<file path="config.mk">
export PLATFORM = sky130hd
export DESIGN_NAME = eight_bit_cpu_alu_with_flags
export DESIGN_NICKNAME = d
export VERILOG_FILES = /design/src/hdl/ecalu_pkg.sv /design/src/hdl/ecalu_core.sv /design/src/hdl/eight_bit_cpu_alu_with_flags.sv
export SDC_FILE = /design/constraint.sdc
export NUM_CORES = 1
export LEC_CHECK = 0
export CORE_MARGIN = 2
export CORE_UTILIZATION = 50
export CTS_CLUSTER_SIZE = 16
export DETAILED_ROUTE_END_ITERATION = 10
export DONT_BUFFER_PORTS = 1
export PLACE_DENSITY = 0.75
export SYNTH_ARGS = -nofsm -noshare
export SYNTH_HDL_FRONTEND = slang
export SYNTH_SLANG_ARGS = --single-unit
</file>
<file path="constraint.sdc">
create_clock -name clk -period 4.25 [get_ports clk]
set_input_delay 0.85 -clock clk [delete_from_list [all_inputs] [get_ports clk]]
set_output_delay 0.85 -clock clk [all_outputs]
set_load 0.005 [all_outputs]
</file>
<file path="src/hdl/ecalu_pkg.sv">
// shared types and operation codes for the 8-bit cpu alu
// no dependencies; used by ecalu_core and the top level
package ecalu_pkg;

  localparam int unsigned OpW    = 5;
  localparam int unsigned WordW  = 16;
  localparam int unsigned ByteW  = 8;
  localparam int unsigned FlagW  = 4;
  localparam int unsigned BitIdxW = 3;

  // flag bit positions
  localparam int unsigned FlagZ = 3;
  localparam int unsigned FlagN = 2;
  localparam int unsigned FlagH = 1;
  localparam int unsigned FlagC = 0;

  typedef enum logic [OpW-1:0] {
    OP_INC   = 5'd0,
    OP_DEC   = 5'd1,
    OP_ADD   = 5'd2,
    OP_ADC   = 5'd3,
    OP_SUB   = 5'd4,
    OP_SBC   = 5'd5,
    OP_AND   = 5'd6,
    OP_XOR   = 5'd7,
    OP_OR    = 5'd8,
    OP_CP    = 5'd9,
    OP_ADD16 = 5'd10,
    OP_ADDSP = 5'd11,
    OP_RLCA  = 5'd12,
    OP_RRCA  = 5'd13,
    OP_RLA   = 5'd14,
    OP_RRA   = 5'd15,
    OP_DAA   = 5'd16,
    OP_CPL   = 5'd17,
    OP_SCF   = 5'd18,
    OP_CCF   = 5'd19,
    OP_RLC   = 5'd20,
    OP_RRC   = 5'd21,
    OP_RL    = 5'd22,
    OP_RR    = 5'd23,
    OP_SLA   = 5'd24,
    OP_SRA   = 5'd25,
    OP_SRL   = 5'd26,
    OP_SWAP  = 5'd27,
    OP_BIT   = 5'd28
  } alu_op_t;

  typedef struct packed {
    logic [OpW-1:0]        mode;
    logic [WordW-1:0]      first_operand;
    logic [FlagW-1:0]      flags_in;
    logic [WordW-1:0]      second_operand;
    logic signed [ByteW-1:0] offset;
    logic [BitIdxW-1:0]    bit_index;
  } ecalu_req_t;

  typedef struct packed {
    logic [WordW-1:0] result;
    logic [FlagW-1:0] flags_out;
  } ecalu_res_t;

endpackage

</file>
<file path="src/hdl/ecalu_core.sv">
// combinational datapath of the alu: one request in, value and flags out
// depends on ecalu_pkg
module ecalu_core (
  input  ecalu_pkg::ecalu_req_t req,
  output ecalu_pkg::ecalu_res_t res
);
  import ecalu_pkg::*;

  logic [ByteW-1:0] a;
  logic [ByteW-1:0] v;
  logic             cin;
  logic             fz;
  logic             fn;
  logic             fh;
  alu_op_t          op;

  logic             add_c;
  logic [ByteW:0]   add_sum;
  logic [4:0]       add_half;
  logic             sub_c;
  logic [ByteW:0]   sub_diff;
  logic [4:0]       sub_half;
  logic [WordW:0]   w_sum;
  logic [12:0]      w_half;
  logic [WordW-1:0] sp_sum;
  logic [4:0]       sp_half;
  logic [ByteW:0]   sp_low;
  logic             daa_lo;
  logic [ByteW:0]   daa_t1;
  logic             daa_hi;
  logic [ByteW:0]   daa_t2;
  logic [ByteW-1:0] daa_s1;
  logic [ByteW-1:0] daa_s2;
  logic [ByteW-1:0] inc_v;
  logic [ByteW-1:0] dec_v;

  assign op  = alu_op_t'(req.mode);
  assign a   = req.first_operand[ByteW-1:0];
  assign v   = req.second_operand[ByteW-1:0];
  assign cin = req.flags_in[FlagC];
  assign fz  = req.flags_in[FlagZ];
  assign fn  = req.flags_in[FlagN];
  assign fh  = req.flags_in[FlagH];

  assign inc_v = v + 8'd1;
  assign dec_v = v - 8'd1;

  assign add_c    = (op == OP_ADC) ? cin : 1'b0;
  assign add_sum  = {1'b0, a} + {1'b0, v} + {8'd0, add_c};
  assign add_half = {1'b0, a[3:0]} + {1'b0, v[3:0]} + {4'd0, add_c};

  // borrow shows up as the top bit of the widened difference
  assign sub_c    = (op == OP_SBC) ? cin : 1'b0;
  assign sub_diff = {1'b0, a} - {1'b0, v} - {8'd0, sub_c};
  assign sub_half = {1'b0, a[3:0]} - {1'b0, v[3:0]} - {4'd0, sub_c};

  assign w_sum  = {1'b0, req.first_operand} + {1'b0, req.second_operand};
  assign w_half = {1'b0, req.first_operand[11:0]} + {1'b0, req.second_operand[11:0]};

  assign sp_sum  = req.first_operand + {{8{req.offset[7]}}, req.offset};
  assign sp_half = {1'b0, req.first_operand[3:0]} + {1'b0, req.offset[3:0]};
  assign sp_low  = {1'b0, req.first_operand[7:0]} + {1'b0, req.offset};

  // decimal adjust, addition side
  assign daa_lo = fh || (a[3:0] > 4'd9);
  assign daa_t1 = {1'b0, a} + (daa_lo ? 9'h006 : 9'h000);
  assign daa_hi = cin || (daa_t1 > 9'h09F);
  assign daa_t2 = daa_t1 + (daa_hi ? 9'h060 : 9'h000);
  // decimal adjust, subtraction side
  assign daa_s1 = fh ? (a - 8'h06) : a;
  assign daa_s2 = cin ? (daa_s1 - 8'h60) : daa_s1;

  always_comb begin
    logic [ByteW-1:0] r8;
    logic [WordW-1:0] r16;
    logic [FlagW-1:0] nf;
    logic             wide;
    r8   = a;
    r16  = '0;
    nf   = req.flags_in;
    wide = 1'b0;
    unique case (op)
      OP_INC: begin
        r8 = inc_v;
        nf = {inc_v == 8'h00, 1'b0, v[3:0] == 4'hF, cin};
      end
      OP_DEC: begin
        r8 = dec_v;
        nf = {dec_v == 8'h00, 1'b1, v[3:0] == 4'h0, cin};
      end
      OP_ADD, OP_ADC: begin
        r8 = add_sum[7:0];
        nf = {add_sum[7:0] == 8'h00, 1'b0, add_half[4], add_sum[8]};
      end
      OP_SUB, OP_SBC: begin
        r8 = sub_diff[7:0];
        nf = {sub_diff[7:0] == 8'h00, 1'b1, sub_half[4], sub_diff[8]};
      end
      OP_CP: begin
        nf = {sub_diff[7:0] == 8'h00, 1'b1, sub_half[4], sub_diff[8]};
      end
      OP_AND: begin
        r8 = a & v;
        nf = {(a & v) == 8'h00, 1'b0, 1'b1, 1'b0};
      end
      OP_XOR: begin
        r8 = a ^ v;
        nf = {(a ^ v) == 8'h00, 1'b0, 1'b0, 1'b0};
      end
      OP_OR: begin
        r8 = a | v;
        nf = {(a | v) == 8'h00, 1'b0, 1'b0, 1'b0};
      end
      OP_ADD16: begin
        wide = 1'b1;
        r16  = w_sum[WordW-1:0];
        nf   = {fz, 1'b0, w_half[12], w_sum[WordW]};
      end
      OP_ADDSP: begin
        wide = 1'b1;
        r16  = sp_sum;
        nf   = {1'b0, 1'b0, sp_half[4], sp_low[8]};
      end
      OP_RLCA: begin
        r8 = {a[6:0], a[7]};
        nf = {1'b0, 1'b0, 1'b0, a[7]};
      end
      OP_RRCA: begin
        r8 = {a[0], a[7:1]};
        nf = {1'b0, 1'b0, 1'b0, a[0]};
      end
      OP_RLA: begin
        r8 = {a[6:0], cin};
        nf = {1'b0, 1'b0, 1'b0, a[7]};
      end
      OP_RRA: begin
        r8 = {cin, a[7:1]};
        nf = {1'b0, 1'b0, 1'b0, a[0]};
      end
      OP_DAA: begin
        if (fn) begin
          r8 = daa_s2;
          nf = {daa_s2 == 8'h00, 1'b1, 1'b0, cin};
        end else begin
          r8 = daa_t2[7:0];
          nf = {daa_t2[7:0] == 8'h00, 1'b0, 1'b0, cin | daa_t2[8]};
        end
      end
      OP_CPL: begin
        r8 = ~a;
        nf = {fz, 1'b1, 1'b1, cin};
      end
      OP_SCF: begin
        nf = {fz, 1'b0, 1'b0, 1'b1};
      end
      OP_CCF: begin
        nf = {fz, 1'b0, 1'b0, ~cin};
      end
      OP_RLC: begin
        r8 = {v[6:0], v[7]};
        nf = {{v[6:0], v[7]} == 8'h00, 1'b0, 1'b0, v[7]};
      end
      OP_RRC: begin
        r8 = {v[0], v[7:1]};
        nf = {{v[0], v[7:1]} == 8'h00, 1'b0, 1'b0, v[0]};
      end
      OP_RL: begin
        r8 = {v[6:0], cin};
        nf = {{v[6:0], cin} == 8'h00, 1'b0, 1'b0, v[7]};
      end
      OP_RR: begin
        r8 = {cin, v[7:1]};
        nf = {{cin, v[7:1]} == 8'h00, 1'b0, 1'b0, v[0]};
      end
      OP_SLA: begin
        r8 = {v[6:0], 1'b0};
        nf = {v[6:0] == 7'h00, 1'b0, 1'b0, v[7]};
      end
      OP_SRA: begin
        r8 = {v[7], v[7:1]};
        nf = {v[7:1] == 7'h00, 1'b0, 1'b0, v[0]};
      end
      OP_SRL: begin
        r8 = {1'b0, v[7:1]};
        nf = {v[7:1] == 7'h00, 1'b0, 1'b0, v[0]};
      end
      OP_SWAP: begin
        r8 = {v[3:0], v[7:4]};
        nf = {v == 8'h00, 1'b0, 1'b0, 1'b0};
      end
      OP_BIT: begin
        r8 = v;
        nf = {~v[req.bit_index], 1'b0, 1'b1, cin};
      end
      default: begin
        // unused codes pass the accumulator and flags through
        r8 = a;
        nf = req.flags_in;
      end
    endcase
    res.result    = wide ? r16 : {8'h00, r8};
    res.flags_out = nf;
  end

endmodule

</file>
<file path="src/hdl/eight_bit_cpu_alu_with_flags.sv">
// top level of the 8-bit cpu alu: input register, datapath, result register
// depends on ecalu_pkg and ecalu_core
//
// Two-stage registered ALU for an 8-bit CPU core. A request carries an
// operation code, the accumulator (or first word / stack pointer), the old
// Z N H C flags, a second operand, a signed offset and a bit index; the
// result carries the new value and the new flags. One request is taken
// every clock cycle while in_ready is high. An accepted request is held in
// the input register, then the result register holds its result on the
// output until it is taken, with the whole operation done by the datapath
// in between. Each stage moves forward whenever the stage after it is
// empty or being emptied, so a stall on the output backs up through the
// two stages before in_ready drops. No configuration and no state beyond
// the pipeline; reset only empties the stages.
module eight_bit_cpu_alu_with_flags (
  input  logic                                    clk,
  input  logic                                    rst_n,
  input  logic                                    in_valid,
  output logic                                    in_ready,
  input  logic [ecalu_pkg::OpW-1:0]               in_mode,
  input  logic [ecalu_pkg::WordW-1:0]             in_first_operand,
  input  logic [ecalu_pkg::FlagW-1:0]             in_flags_in,
  input  logic [ecalu_pkg::WordW-1:0]             in_second_operand,
  input  logic signed [ecalu_pkg::ByteW-1:0]      in_offset,
  input  logic [ecalu_pkg::BitIdxW-1:0]           in_bit_index,
  output logic                                    out_valid,
  input  logic                                    out_ready,
  output logic [ecalu_pkg::WordW-1:0]             out_result,
  output logic [ecalu_pkg::FlagW-1:0]             out_flags_out
);
  import ecalu_pkg::*;

  // input stage
  logic       req_valid_r;
  logic       req_valid_nxt;
  ecalu_req_t req_r;
  // result stage
  logic       res_valid_r;
  logic       res_valid_nxt;
  ecalu_res_t res_r;
  ecalu_res_t res_nxt;

  logic in_take;    // request accepted into the input stage
  logic req_move;   // input stage hands its request to the result stage
  logic res_free;   // result stage can take a new value this cycle

  assign res_free = !res_valid_r || out_ready;
  assign req_move = req_valid_r && res_free;
  assign in_ready = !req_valid_r || res_free;
  assign in_take  = in_valid && in_ready;

  // stage occupancy: filled by a take, kept while blocked downstream
  assign req_valid_nxt = in_take || (req_valid_r && !res_free);
  assign res_valid_nxt = req_move || (res_valid_r && !out_ready);

  always_ff @(posedge clk) begin
    if (!rst_n) begin
      req_valid_r <= 1'b0;
      res_valid_r <= 1'b0;
    end else begin
      req_valid_r <= req_valid_nxt;
      res_valid_r <= res_valid_nxt;
    end
  end

  // payload registers load only on a take or a move, no reset needed
  always_ff @(posedge clk) begin
    if (in_take) begin
      req_r.mode           <= in_mode;
      req_r.first_operand  <= in_first_operand;
      req_r.flags_in       <= in_flags_in;
      req_r.second_operand <= in_second_operand;
      req_r.offset         <= in_offset;
      req_r.bit_index      <= in_bit_index;
    end
  end

  ecalu_core u_core (
    .req (req_r),
    .res (res_nxt)
  );

  always_ff @(posedge clk) begin
    if (req_move) begin
      res_r <= res_nxt;
    end
  end

  assign out_valid     = res_valid_r;
  assign out_result    = res_r.result;
  assign out_flags_out = res_r.flags_out;

endmodule

</file>
# Yosys cells after proc, flatten, opt, wreduce, memory -nomap -nowiden
# Index checks and enable logic that the tools add are counted.
[totals] output_inout_bits=22 latchBits=0 mem_count=0 ff_bits=74 mem_bits_ro=0 mem_bits_rw=0 wordCells=123
[classes] multipliers=0 add_sub_neg=19 order_cmp=3 n_bitwise=7 n_shift=0 div_mod_pow=0 n_mux=15 eq_ne=29 reduce_logical=39
[ops] cell="one-hot mux 8 bit (22 select lines)" n=1
[ops] cell="zero test 8 bit" n=14
[ops] cell="one-hot mux 4 bit (23 select lines)" n=1
[ops] cell="== test 5 bit (second input constant)" n=13
[ops] cell="== test 5 x 4 -> 1 bit (second input constant)" n=8
[ops] cell="2-to-1 mux 8 bit" n=4
[ops] cell="one-hot mux 16 bit (2 select lines)" n=1
[ops] cell="== test 5 x 3 -> 1 bit (second input constant)" n=4
[ops] cell="adder 8 x 8 -> 9 bit" n=2
[ops] cell="adder 16 x 16 -> 17 bit" n=1
[ops] cell="adder 16 bit" n=1
[ops] cell="zero test 7 bit" n=2
[ops] cell="adder 12 x 12 -> 13 bit" n=1
[ops] cell="OR reduction 2 bit" n=6
[ops] cell="adder 4 x 4 -> 5 bit" n=2
[ops] cell="== test 5 x 2 -> 1 bit (second input constant)" n=2
[ops] cell="adder 8 x 9 -> 9 bit" n=1
[ops] cell="adder 9 x 1 -> 9 bit" n=1
[ops] cell="adder 9 bit" n=1
[ops] cell="> comparator 9 x 8 -> 1 bit (second input constant)" n=1
[ops] cell="subtractor 8 x 8 -> 9 bit" n=1
[ops] cell="subtractor 9 x 1 -> 9 bit" n=1
[ops] cell="adder 8 x 1 -> 8 bit (second input constant)" n=1
[ops] cell="bitwise AND 8 bit" n=1
[ops] cell="other kinds (26)" n=41

# Logic depth before layout (Yosys ltp)
# Gate-level depths: netlist of the first run.
[depth] ltp_word=11 depth_mapped=18 ltp_nobuf=17

# Hierarchy
# Synthesis of the first run repeated with hierarchy kept, for this count alone.
[unflattened] cells_unflattened=787 area_unflattened_um2=7221.9
[by_module_without_submodules] module="ecalu_core" seq_area_each_um2=0.0 cells_each=706 area_each_um2=4956.0 n_inst=1
[by_module_without_submodules] module="eight_bit_cpu_alu_with_flags" seq_area_each_um2=2202.1 cells_each=81 area_each_um2=2265.9 n_inst=1

# Worst setup path after synthesis of the first run
# Ideal clock, no wire load.
[synth_timing] kind="register to register" start="reg req_r[32] in the netlist's numbering" end="reg res_r (netlist bit out_flags_out[3]) (data pin)" stages_incl_launch_ff=18 t_arrival_ps=3886 setup_slack_ps=94 setup_ps=269 cell_sequence="edfxtp_1 clkbuf_1 o21ai_0 nand2b_1 ha_1 inv_1 fa_1 or3_1 xnor2_1 or2_2 a211o_1 ha_1 inv_1 fa_1 nand4_1 o311ai_1 nor3_1 o311ai_1"
[synth_lines] element="start, declared" line_no="eight_bit_cpu_alu_with_flags.sv:36" source="ecalu_req_t req_r;"
[synth_lines] element="end signal, assigned" line_no="eight_bit_cpu_alu_with_flags.sv:85" source="res_r <= res_nxt;"
[synth_lines] element="end, declared" line_no="eight_bit_cpu_alu_with_flags.sv:40" source="ecalu_res_t res_r;"

==> flow_metrics.tcl, run 1 <==
set metrics [dict create \
    area.growth.synth_to_final_pct 7.51 \
    grt_pass1_vias 6544 \
    hold_violations 0 \
    dp.final_hpwl_um 18400 \
    gp_congestion 1.08 \
    antenna_cells 0 \
    drc 0 \
    skew_ns 0.00880 \
    yosys-top-cells-area "edfxtp_1 (30%), ha_1 (11%), xnor2_1 (5.3%)" \
    rows 44 \
    yosys_warnings 0 \
    portBuffers 0 \
    min_path_type "flip-flop to flip-flop" \
    tritoncts "built" \
    antenna_found_initial 0 \
    worstMarginPinSlew_ns 1.16 \
    routed_wl_um 24600 \
    synth_edf_count 72 \
    grt_max_degree 39 \
    track_usage_pct 31.6 \
    power_leakage_uw 0.00290 \
    path_clk_slew_ns 0.06 \
    synth_top_cell_area_share_pct 29.7 \
    max_cap_violations 0 \
    cts.sink_count 74 \
    detail-route-antenna-nets 0 \
    ir_drop_v 0.000238 \
    multi_input_area_um2 4700 \
    clk_latency_ns 0.35 \
    grt_pass1_wl_um 37700 \
    crit_arrival_ns 4.10 \
    nets 921 \
    place_area_um2 7510 \
    period_minus_slack_ns 3.94 \
    drt_iter0_drc 1083 \
    nFillCells 1285 \
    synthDistinctLibCells 85 \
    startpoint_type "flip-flop" \
    final_max_slew_viol_count 0 \
    crit_fanout 4 \
    design_area_um2 7810 \
    worstSetupPathType "flip-flop to flip-flop" \
    grt-ovfl-total 0 \
    post_cts_buffers 0 \
    h-tree-depth 3 \
    via_per_inst 7.00 \
    first_pass_iters 8 \
    rsz0062_at_grt "no" \
    cts_root_buffer "clkbuf_16" \
    crit_chain "o21ai_0 -> nand2b_1 -> ha_1 -> inv_1 -> fa_1 -> or3_1 -> xnor2_1 -> or2_2 -> a211o_1 -> ha_1 -> inv_1 -> fa_1 -> xnor3_1 -> o311ai_1 -> nor3_1 -> o311ai_1" \
    core_um2 14400 \
    max_stage_delay_ns 0.43 \
    required_ns 4.41 \
    synthArstFlopShare_pct 0 \
    power.density_nw_per_um2 312 \
    synth.avg_cell_area_um2 9.14 \
    die_w_um 125 \
    yosys.area.top_type "edfxtp_1" \
    worstSetupEndpointType "flip-flop" \
    avgRoutedWirePerCell_um 25.0 \
    cts_buffers 9 \
    ys_seq_area_share_pct 30.3 \
    setup_tns_ns 0 \
    netlist_instances 795 \
    syn-cell-area_um2 7270 \
    status "complete, no violations" \
    setup_viol 0 \
    ys_ff_latch 74 \
    slew_headroom_pct 22.1 \
    initial_core_util_pct 50.6 \
    pin_count 78 \
    final-seq-area_um2 2200 \
    syn_nets 923 \
    fin_crit_sh_pct 92.8 \
    synthFlopType "edfxtp_1" \
    die_area_um2 15500 \
    drive_gt1_share_pct 9.27 \
    via_count 6874 \
    cp_slowest_cell "fa_1" \
    ctsResizeCount 0 \
    die_y_um 125 \
    cts_max_path_buffers 2 \
    ctsHoldBuffers 0 \
    fmax_mhz 254 \
]
## power breakdown
group / switching (uW) / internal (uW)
Sequential: 38.4 / 857
Clock: 300 / 487
Combinational: 468 / 285
## cell usage in the layout, fill, tap and decap left out, types with 9 or more instances in the layout
master     Yosys  final
a22oi_1       15     15
nor2b_1       13     12
inv_1         37     37
nor3_1        26     26
a21oi_1       47     47
nand3_1       22     22
o22ai_1       13     13
ha_1          64     64
nor2_1        44     44
nand2_1       56     56
edfxtp_1      72     72
nor4_1        15     15
a21o_1         9      9
a221oi_1      12     12
nand4_1       14     14
xnor2_1       44     44
clkbuf_16      0      9
buf_4          7     31
o21ai_0       41     41
xor2_1        22     22
## cell usage after synthesis (all sizes together), types with 14 or more instances
cell / count
ha: 64
nand3: 23
nor2: 46
buf: 34
nor4: 17
nand2: 56
o21ai: 46
xor2: 22
a22oi: 15
nor3: 26
nand4: 14
a21oi: 48
edfxtp: 72
a221oi: 14
nor2b: 14
xnor2: 45
inv: 38
## cells by family (layout without fill, tap and decap cells)
| logic type | after synthesis | in the layout | share of synthesized area (%) |
|---|---|---|---|
| buffers and inverters | 82 | 85 | 5.03 |
| and+or+nand+nor | 258 | 258 | 19.2 |
| AOI/OAI and AO/OA | 231 | 231 | 22.0 |
| DFF | 74 | 74 | 30.3 |
| adders and majority gates | 72 | 72 | 13.2 |
| muxes | 10 | 10 | 1.76 |
| xor gates and xnor gates | 68 | 68 | 8.49 |
## stage by stage
step                cells  hold slack (ns)  utilization [%]  total power (uW)  setup slack [ns]
finish                982            0.538             54.4              2440             0.307
global route          982            0.553             54.4              2530             0.105
CTS                   982            0.541             54.4              2420             0.375
detailed placement    966            0.525             52.3              1630             0.387
global placement      966            0.499             52.3              1630             0.492
floorplan             795            0.477                -              1430            0.0944
## area by class of cell
cell class,count,share of cell area [%]
Inverter,38,1.83
Timing Repair Buffer,31,2.98
Sequential cell,74,28.2
Tap cell,184,2.95
Multi-Input combinational cell,639,60.2
Clock buffer,14,3.38
Clock inverter,2,0.480
## registers in the layout, summed over array words and instances (netlist names)
signal and flops:
req_r 52, req_valid_r 1, out_result 16, out_valid 1
out_flags_out 4
## per-layer routing
metal / vias up / GRT usage, % / wire [um]
li1: 3033 / - / -
met1: 3206 / 41.7 / 9730
met2: 502 / 46.8 / 10600
met3: 133 / 8.46 / 2700
met4: 0 / 17.9 / 1540
met5: - / 0 / 0
## worst max-delay path: cells and delay by family, from the launching register on
family,cells,cell delay (ns)
DFF,1,0.38
xor gates and xnor gates,2,0.49
adders and majority gates,4,1.00
and+or+nand+nor,4,0.88
AOI/OAI and AO/OA,4,0.88
buffers and inverters,2,0.13
## final timing paths
| kind | cells past startpoint | startpoint | slack (ns) | endpoint |
|---|---|---|---|---|
| setup / recovery | 16 | req_r[32] | 0.31 | out_flags_out[3] |
| hold / removal | 1 | req_valid_r | 0.54 | out_valid |
| setup reg to reg | 16 | req_r[32] | 0.31 | out_flags_out[3] |
| hold reg to reg | 1 | req_valid_r | 0.54 | out_valid |
Note: power is estimated with default switching activity, not from simulation.
==> run 2: changes to the inputs <==
--- a/config.mk
+++ b/config.mk
@@ -10,7 +10,9 @@
 export CTS_CLUSTER_SIZE = 16
 export DETAILED_ROUTE_END_ITERATION = 10
 export DONT_BUFFER_PORTS = 1
+export MAX_ROUTING_LAYER = met4
 export PLACE_DENSITY = 0.75
 export SYNTH_ARGS = -nofsm -noshare
 export SYNTH_HDL_FRONTEND = slang
+export SYNTH_HIERARCHICAL = 1
 export SYNTH_SLANG_ARGS = --single-unit
==> run 2 against run 1 <==
Against the previous run: critical path depth rose by 2; largest power group unchanged; count of clock-buffer cells in the layout fell by 4; non-clock buffer count rose by 17; die area fell by 0.62%; routed wire length rose by 6.5%; sequential power fell by 0.8%; combinational power rose by 2.9%; highest routed layer unchanged; largest cell class unchanged.
==> flow_metrics.tcl, run 2 <==
set metrics [dict create \
    status "complete, no violations" \
    rr_startpoint "req_r[32]" \
    synthDistinctLibCells 88 \
    hp-start "out_valid" \
    crit_arrival_ns 4.26 \
    synth_edf_count 72 \
    cts_buffers 9 \
    worstMarginPinSlew_ns 1.13 \
    largest_register_ff_count 52 \
    synthTopCellsByCount "edfxtp_1 (72), ha_1 (63), nand2_1 (56)" \
    drive_gt1_share_pct 11.5 \
    ys_seq_area_share_pct 30.5 \
    track_usage_pct 35.4 \
    hold_violations 0 \
    synth.avg_cell_area_um2 9.18 \
    final_common_cell "edfxtp_1" \
    grt_pass1_vias 6514 \
    worstSetupPathType "flip-flop to flip-flop" \
    first_pass_iters 6 \
    p_total_uw 2450 \
    tritoncts "built" \
    drt_iter0_drc 884 \
    ir_drop_v 0.000218 \
    nFillCells 1230 \
    path_clk_slew_ns 0.07 \
    startpoint_type "flip-flop" \
    min_path_type "flip-flop to flip-flop" \
    routed_wl_um 26200 \
    worstSetupEndpointType "flip-flop" \
    die_area_um2 15400 \
    p_switching_uw 837 \
    r2r_slack_ns 0.19 \
    detail-route-antenna-nets 0 \
    gp_congestion 1.07 \
    p_clk_share_pct 32.0 \
    avgRoutedWirePerCell_um 26.7 \
    yosys_warnings 6 \
    rr_worst_depth 18 \
    syn-cell-area_um2 7220 \
    ys_ff_latch 74 \
    via_count 6782 \
    grt_max_degree 37 \
    drc 0 \
    final_max_slew_viol_count 0 \
    synth_most_common_cell "edfxtp_1" \
    core_um2 14000 \
    period_minus_slack_ns 4.06 \
    skew_ns 0.00705 \
    nets 922 \
    netlist_instances 787 \
    power_frac_seq_pct 36.3 \
    r2r_end "out_flags_out[0]" \
    slew_headroom_pct 24.6 \
    power.density_nw_per_um2 309 \
    portBuffers 0 \
    p_int_uw 1610 \
    h-tree-depth 3 \
    pwr-share-comb_pct 31.6 \
    initial_core_util_pct 51.6 \
    rsz0062_at_grt "no" \
    die_w_um 124 \
    ctsHoldBuffers 0 \
    fmax_mhz 246 \
    antenna_found_initial 0 \
    grt_pass1_wl_um 38500 \
    syn_nets 914 \
    hold_depth 2 \
    clk_latency_ns 0.34 \
    min_to "req_valid_r" \
    cts_root_buffer "clkbuf_16" \
    yosys-top-cells-area "edfxtp_1 (30%), ha_1 (11%), xnor2_1 (5.9%)" \
    pin_count 78 \
    cp_slowest_cell "edfxtp_1" \
    swShare_pct 34.2 \
    max_stage_delay_ns 0.42 \
    synth_top_cell_area_share_pct 29.9 \
    crit_fanout 4 \
    pre_cts_ws_ns 0.0645 \
    via_per_inst 6.92 \
    dp.final_hpwl_um 20300 \
    top_register "req_r" \
    area.growth.synth_to_final_pct 9.65 \
    fin_crit_sh_pct 95.5 \
    die_y_um 124 \
    rows 43 \
    synthArstFlopShare_pct 0 \
    crit_chain "inv_1 -> nand2_1 -> a21o_1 -> ha_1 -> a21oi_1 -> or3_4 -> nand4_1 -> o21ai_0 -> a221o_1 -> ha_1 -> a21o_1 -> a21boi_0 -> a2111o_1 -> a211oi_1 -> buf_4 -> o211a_1 -> a2111oi_2 -> nand3_1" \
    setup_viol 0 \
    cts.sink_count 74 \
    cts_max_path_buffers 2 \
    grt-ovfl-total 0 \
    yosys.area.top_type "edfxtp_1" \
    fin_ws_ns 0.190 \
    synthFlopType "edfxtp_1" \
    layout_common_cells "edfxtp_1 (72), ha_1 (63), nand2_1 (56)" \
    power_leakage_uw 0.00303 \
    setup_tns_ns 0 \
    required_ns 4.45 \
    max_cap_violations 0 \
    antenna_cells 0 \
    fin_util_pct 56.6 \
]
-- run 2: cell families after synthesis --
family          share of synthesized area [%]
xor+xnor                                 8.00
flops                                    30.5
fa+ha+maj                                13.1
simple gates                             17.6
compound gates                           24.0
buf+inv                                  4.85
mux                                      1.94
-- run 2: worst max path at each step --
stage	from	end	slack, ns
after floorplan	req_r[32]	out_result[7]	0.03
after global placement	req_r[32]	out_flags_out[0]	0.34
after detailed placement	req_r[32]	out_flags_out[0]	0.06
after CTS	req_r[32]	out_flags_out[0]	0.06
after global routing	req_r[32]	out_flags_out[0]	0.02
final	req_r[32]	out_flags_out[0]	0.19
-- run 2: metrics by stage --
step	hold WS (ns)	std cells	cell area, um2
finish	0.559	980	7920
global route	0.580	980	7920
CTS	0.564	979	7900
detailed placement	0.556	963	7600
global placement	0.540	963	7600
floorplan	0.518	787	7230
-- run 2: layout make-up --
cell class              instances  area [um2]  area share (%)
multi-input cells             626        4700            59.4
repair buffers                 48         360            4.55
flip-flops and latches         74        2200            27.8
clock buffers                  10         229            2.89
clock inverters                 6        65.1           0.822
inverters                      36         135            1.71
well taps                     180         225            2.84
-- run 2: power by group through the flow --
stage | Sequential [uW] | Combinational (uW) | Clock, uW
6_report | 889 | 775 | 785
5_1_grt | 895 | 826 | 822
4_1_cts | 889 | 750 | 797
3_5_place_dp | 905 | 745 | 0
3_3_place_gp | 903 | 739 | 0
2_1_floorplan | 898 | 525 | 0
-- run 2: timing repair --
item / in CTS / in global routing
gates resized for setup: 0 / 4
hold endpoints to repair: 0 / 0
endpoints found under the setup margin: 0 / 2
buffers inserted: 0 / 1
-- run 2: worst max-delay path: cells and delay by family (launching register included) --
family / cells / cell delay, ns
fa+ha+maj: 2 / 0.57
flops: 1 / 0.42
buf+inv: 2 / 0.29
compound gates: 10 / 1.93
simple gates: 4 / 0.72
-- run 2: routing by layer --
metal  global-route usage, %  up-vias  routed length, um  share of wire (%)
li1                        -     3027                  -                  -
met1                    45.8     3251              10600                 41
met2                    53.3      444              11900                 46
met3                    9.57       60               2790                 11
met4                    12.5        0                828                3.2
met5                       -        -                  0                  0
==> run 3: changes to the inputs <==
--- a/config.mk
+++ b/config.mk
@@ -5,6 +5,7 @@
 export SDC_FILE = /design/constraint.sdc
 export NUM_CORES = 1
 export LEC_CHECK = 0
+export ABC_AREA = 1
 export CORE_MARGIN = 2
 export CORE_UTILIZATION = 50
 export CTS_CLUSTER_SIZE = 16
==> run 3 against run 2 <==
Against the previous run: sequential power rose by 2%; largest power group unchanged; via count grew 21%; sequential share of layout area is 1.1 points lower; critical endpoint is now out_flags_out[3]; critical path type unchanged; highest routed layer unchanged; count of clock-buffer cells in the layout unchanged; utilization fell by 1.9 points; clock power is 0.8% lower; non-clock buffer count shrank 27; power is 0.44% lower.
==> flow_metrics.tcl, run 3 <==
set metrics [dict create \
    status "complete, no violations" \
    routed.top_layer "met4" \
    hold_violations 0 \
    pre_cts_ws_ns 0.372 \
    nFillCells 1482 \
    skew_ns 0.0118 \
    slew_headroom_pct 24.4 \
    initial_core_util_pct 51.0 \
    routed_wl_um 29600 \
    portBuffers 0 \
    core_um2 15100 \
    cts_root_buffer "clkbuf_16" \
    track_usage_pct 37.9 \
    synth_xor_area_share_pct 2.28 \
    ys_ff_latch 74 \
    h-tree-depth 3 \
    via_count 8240 \
    yosys-top-cells-area "edfxtp_1 (28%), nand2_1 (15%), ha_1 (10%)" \
    yosys.area_share.simple_pct 35.3 \
    path_clk_slew_ns 0.06 \
    via_per_inst 6.18 \
    top_register "req_r" \
    cts_buffers 9 \
    yosys_warnings 6 \
    synth.avg_cell_area_um2 6.81 \
    hp-start "req_valid_r" \
    synth_compound_area_share_pct 13.0 \
    detail-route-antenna-nets 0 \
    clk_latency_ns 0.35 \
    multi_input_area_um2 4840 \
    drt_iter0_drc 1279 \
    fmax_mhz 260 \
    setup_tns_ns 0 \
    grt-ovfl-total 0 \
    largest_register_ff_count 52 \
    antenna_found_initial 1 \
    cts.sink_count 74 \
    p_total_uw 2440 \
    cts_max_path_buffers 2 \
    drive_gt1_share_pct 7.26 \
    ctsHoldBuffers 0 \
    cp-startpoint "req_r[28]" \
    post_cts_buffers 0 \
    final-seq-area_um2 2200 \
    rsz0062_at_grt "no" \
    die_w_um 128 \
    grt_max_degree 53 \
    rows 45 \
    synth_top_family_by_area "simple AND/OR/NAND/NOR gates" \
    max_cap_violations 0 \
    synth_edf_count 72 \
    syn-cell-area_um2 7690 \
    synthFlopType "edfxtp_1" \
    wl_met2_um 11800 \
    wl_met3_um 3900 \
    ctsResizeCount 0 \
    synthArstFlopShare_pct 0 \
    synthTopCellsByCount "nand2_1 (305), nor2_1 (130), inv_1 (125)" \
    die_y_um 128 \
    r2r_end "out_flags_out[3]" \
    area.growth.synth_to_final_pct 7.34 \
    r2r_slack_ns 0.40 \
    min_path_type "flip-flop to flip-flop" \
    syn_nets 1257 \
    crit_fanout 8 \
    yosys.area.top_type "edfxtp_1" \
    startpoint_type "flip-flop" \
    synthMuxAreaShare_pct 0 \
    dp.final_hpwl_um 23300 \
    nets 1266 \
    netlist_instances 1130 \
    die_area_um2 16400 \
    met1Wirelength_um 12300 \
    rr_startpoint "req_r[28]" \
    min_to "req_valid_r" \
    ir_drop_v 0.000395 \
    crit_arrival_ns 4.06 \
    grt_pass1_wl_um 44200 \
    required_ns 4.46 \
    first_pass_iters 6 \
    synthDistinctLibCells 44 \
    tritoncts "built" \
    power_leakage_uw 0.00384 \
    drc 0 \
    synth_adder_area_share_pct 12.3 \
    layout_common_cells "nand2_1 (305), nor2_1 (130), inv_1 (124)" \
    synth_most_common_cell "nand2_1" \
    pin_count 78 \
    fin_crit_sh_pct 90.6 \
    avgRoutedWirePerCell_um 22.2 \
    grt_pass1_vias 7394 \
    final_common_cell "nand2_1" \
    gp_congestion 1.07 \
    worstSetupEndpointType "flip-flop" \
    hold_depth 2 \
    power.density_nw_per_um2 295 \
    period_minus_slack_ns 3.85 \
    setup_viol 0 \
    final_max_slew_viol_count 0 \
    worstMarginPinSlew_ns 1.13 \
    fin_ws_ns 0.398 \
    ys_seq_area_share_pct 28.6 \
    worstSetupPathType "flip-flop to flip-flop" \
    rr_worst_depth 20 \
    synth_top_cell_area_share_pct 28.1 \
]
run 3: report_power, final:
group | switching [uW] | internal, uW | leakage [uW]
registers | 49.5 | 857 | 0.000721
logic | 516 | 236 | 0.00297
clock network | 322 | 456 | 0.000143
run 3: stage by stage:
| step | utilization (%) | cell area [um2] | hold WS [ns] | cells |
|---|---|---|---|---|
| after floorplan | - | 7690 | 0.461 | 1130 |
| after global routing | 54.7 | 8260 | 0.529 | 1333 |
| after CTS | 54.7 | 8250 | 0.514 | 1332 |
| after detailed placement | 52.7 | 7960 | 0.495 | 1316 |
| after global placement | 52.7 | 7960 | 0.492 | 1316 |
| final | 54.7 | 8260 | 0.513 | 1333 |
run 3: critical path: stages (launching register included):
cell	delay (ns)
edfxtp_1	0.47
inv_1	0.13
nand2_1	0.10
o21ai_1	0.11
inv_1	0.10
ha_1	0.18
inv_1	0.06
fa_1	0.42
nor2_1	0.18
nand2_1	0.10
nand2_1	0.09
nand2_1	0.09
o21ai_0	0.08
nand3_1	0.17
ha_1	0.26
fa_1	0.47
nor4_1	0.27
nand4_1	0.11
a21oi_1	0.17
nor2_1	0.06
nand4_1	0.09
run 3: worst max-delay path by stage:
| stage | to | slack [ns] | cells past startpoint |
|---|---|---|---|
| after global routing | out_flags_out[3] | 0.003 | 20 |
| after floorplan | out_result[6] | 0.62 | 21 |
| final | out_flags_out[3] | 0.40 | 20 |
| after CTS | out_result[6] | 0.36 | 22 |
| after global placement | out_result[6] | 0.49 | 22 |
| after detailed placement | out_result[6] | 0.37 | 22 |
run 3: metal layers:
layer	GRT usage, %	up-vias
met5	-	-
met4	17.1	0
met3	10.9	113
met2	51.7	611
met1	51.9	3713
li1	-	3803
run 3: logic make-up (layout without fill, tap and decap cells):
family                   Yosys count  after routing
buffers and inverters            162            176
flip-flops                        74             74
XOR/XNOR                          20             20
AO/OA/AOI/OAI                    180            180
other                              0              1
adder cells (fa/ha/maj)           71             71
AND/OR/NAND/NOR                  623            623
run 3: area by class of cell:
type / instances / area share, %
clock buffers: 10 / 2.77
well taps: 188 / 2.85
inverters: 139 / 6.32
repair buffers: 21 / 1.91
multi-input cells: 894 / 58.7
flip-flops and latches: 74 / 26.7
diodes: 1 / 0.0303
clock inverters: 6 / 0.788
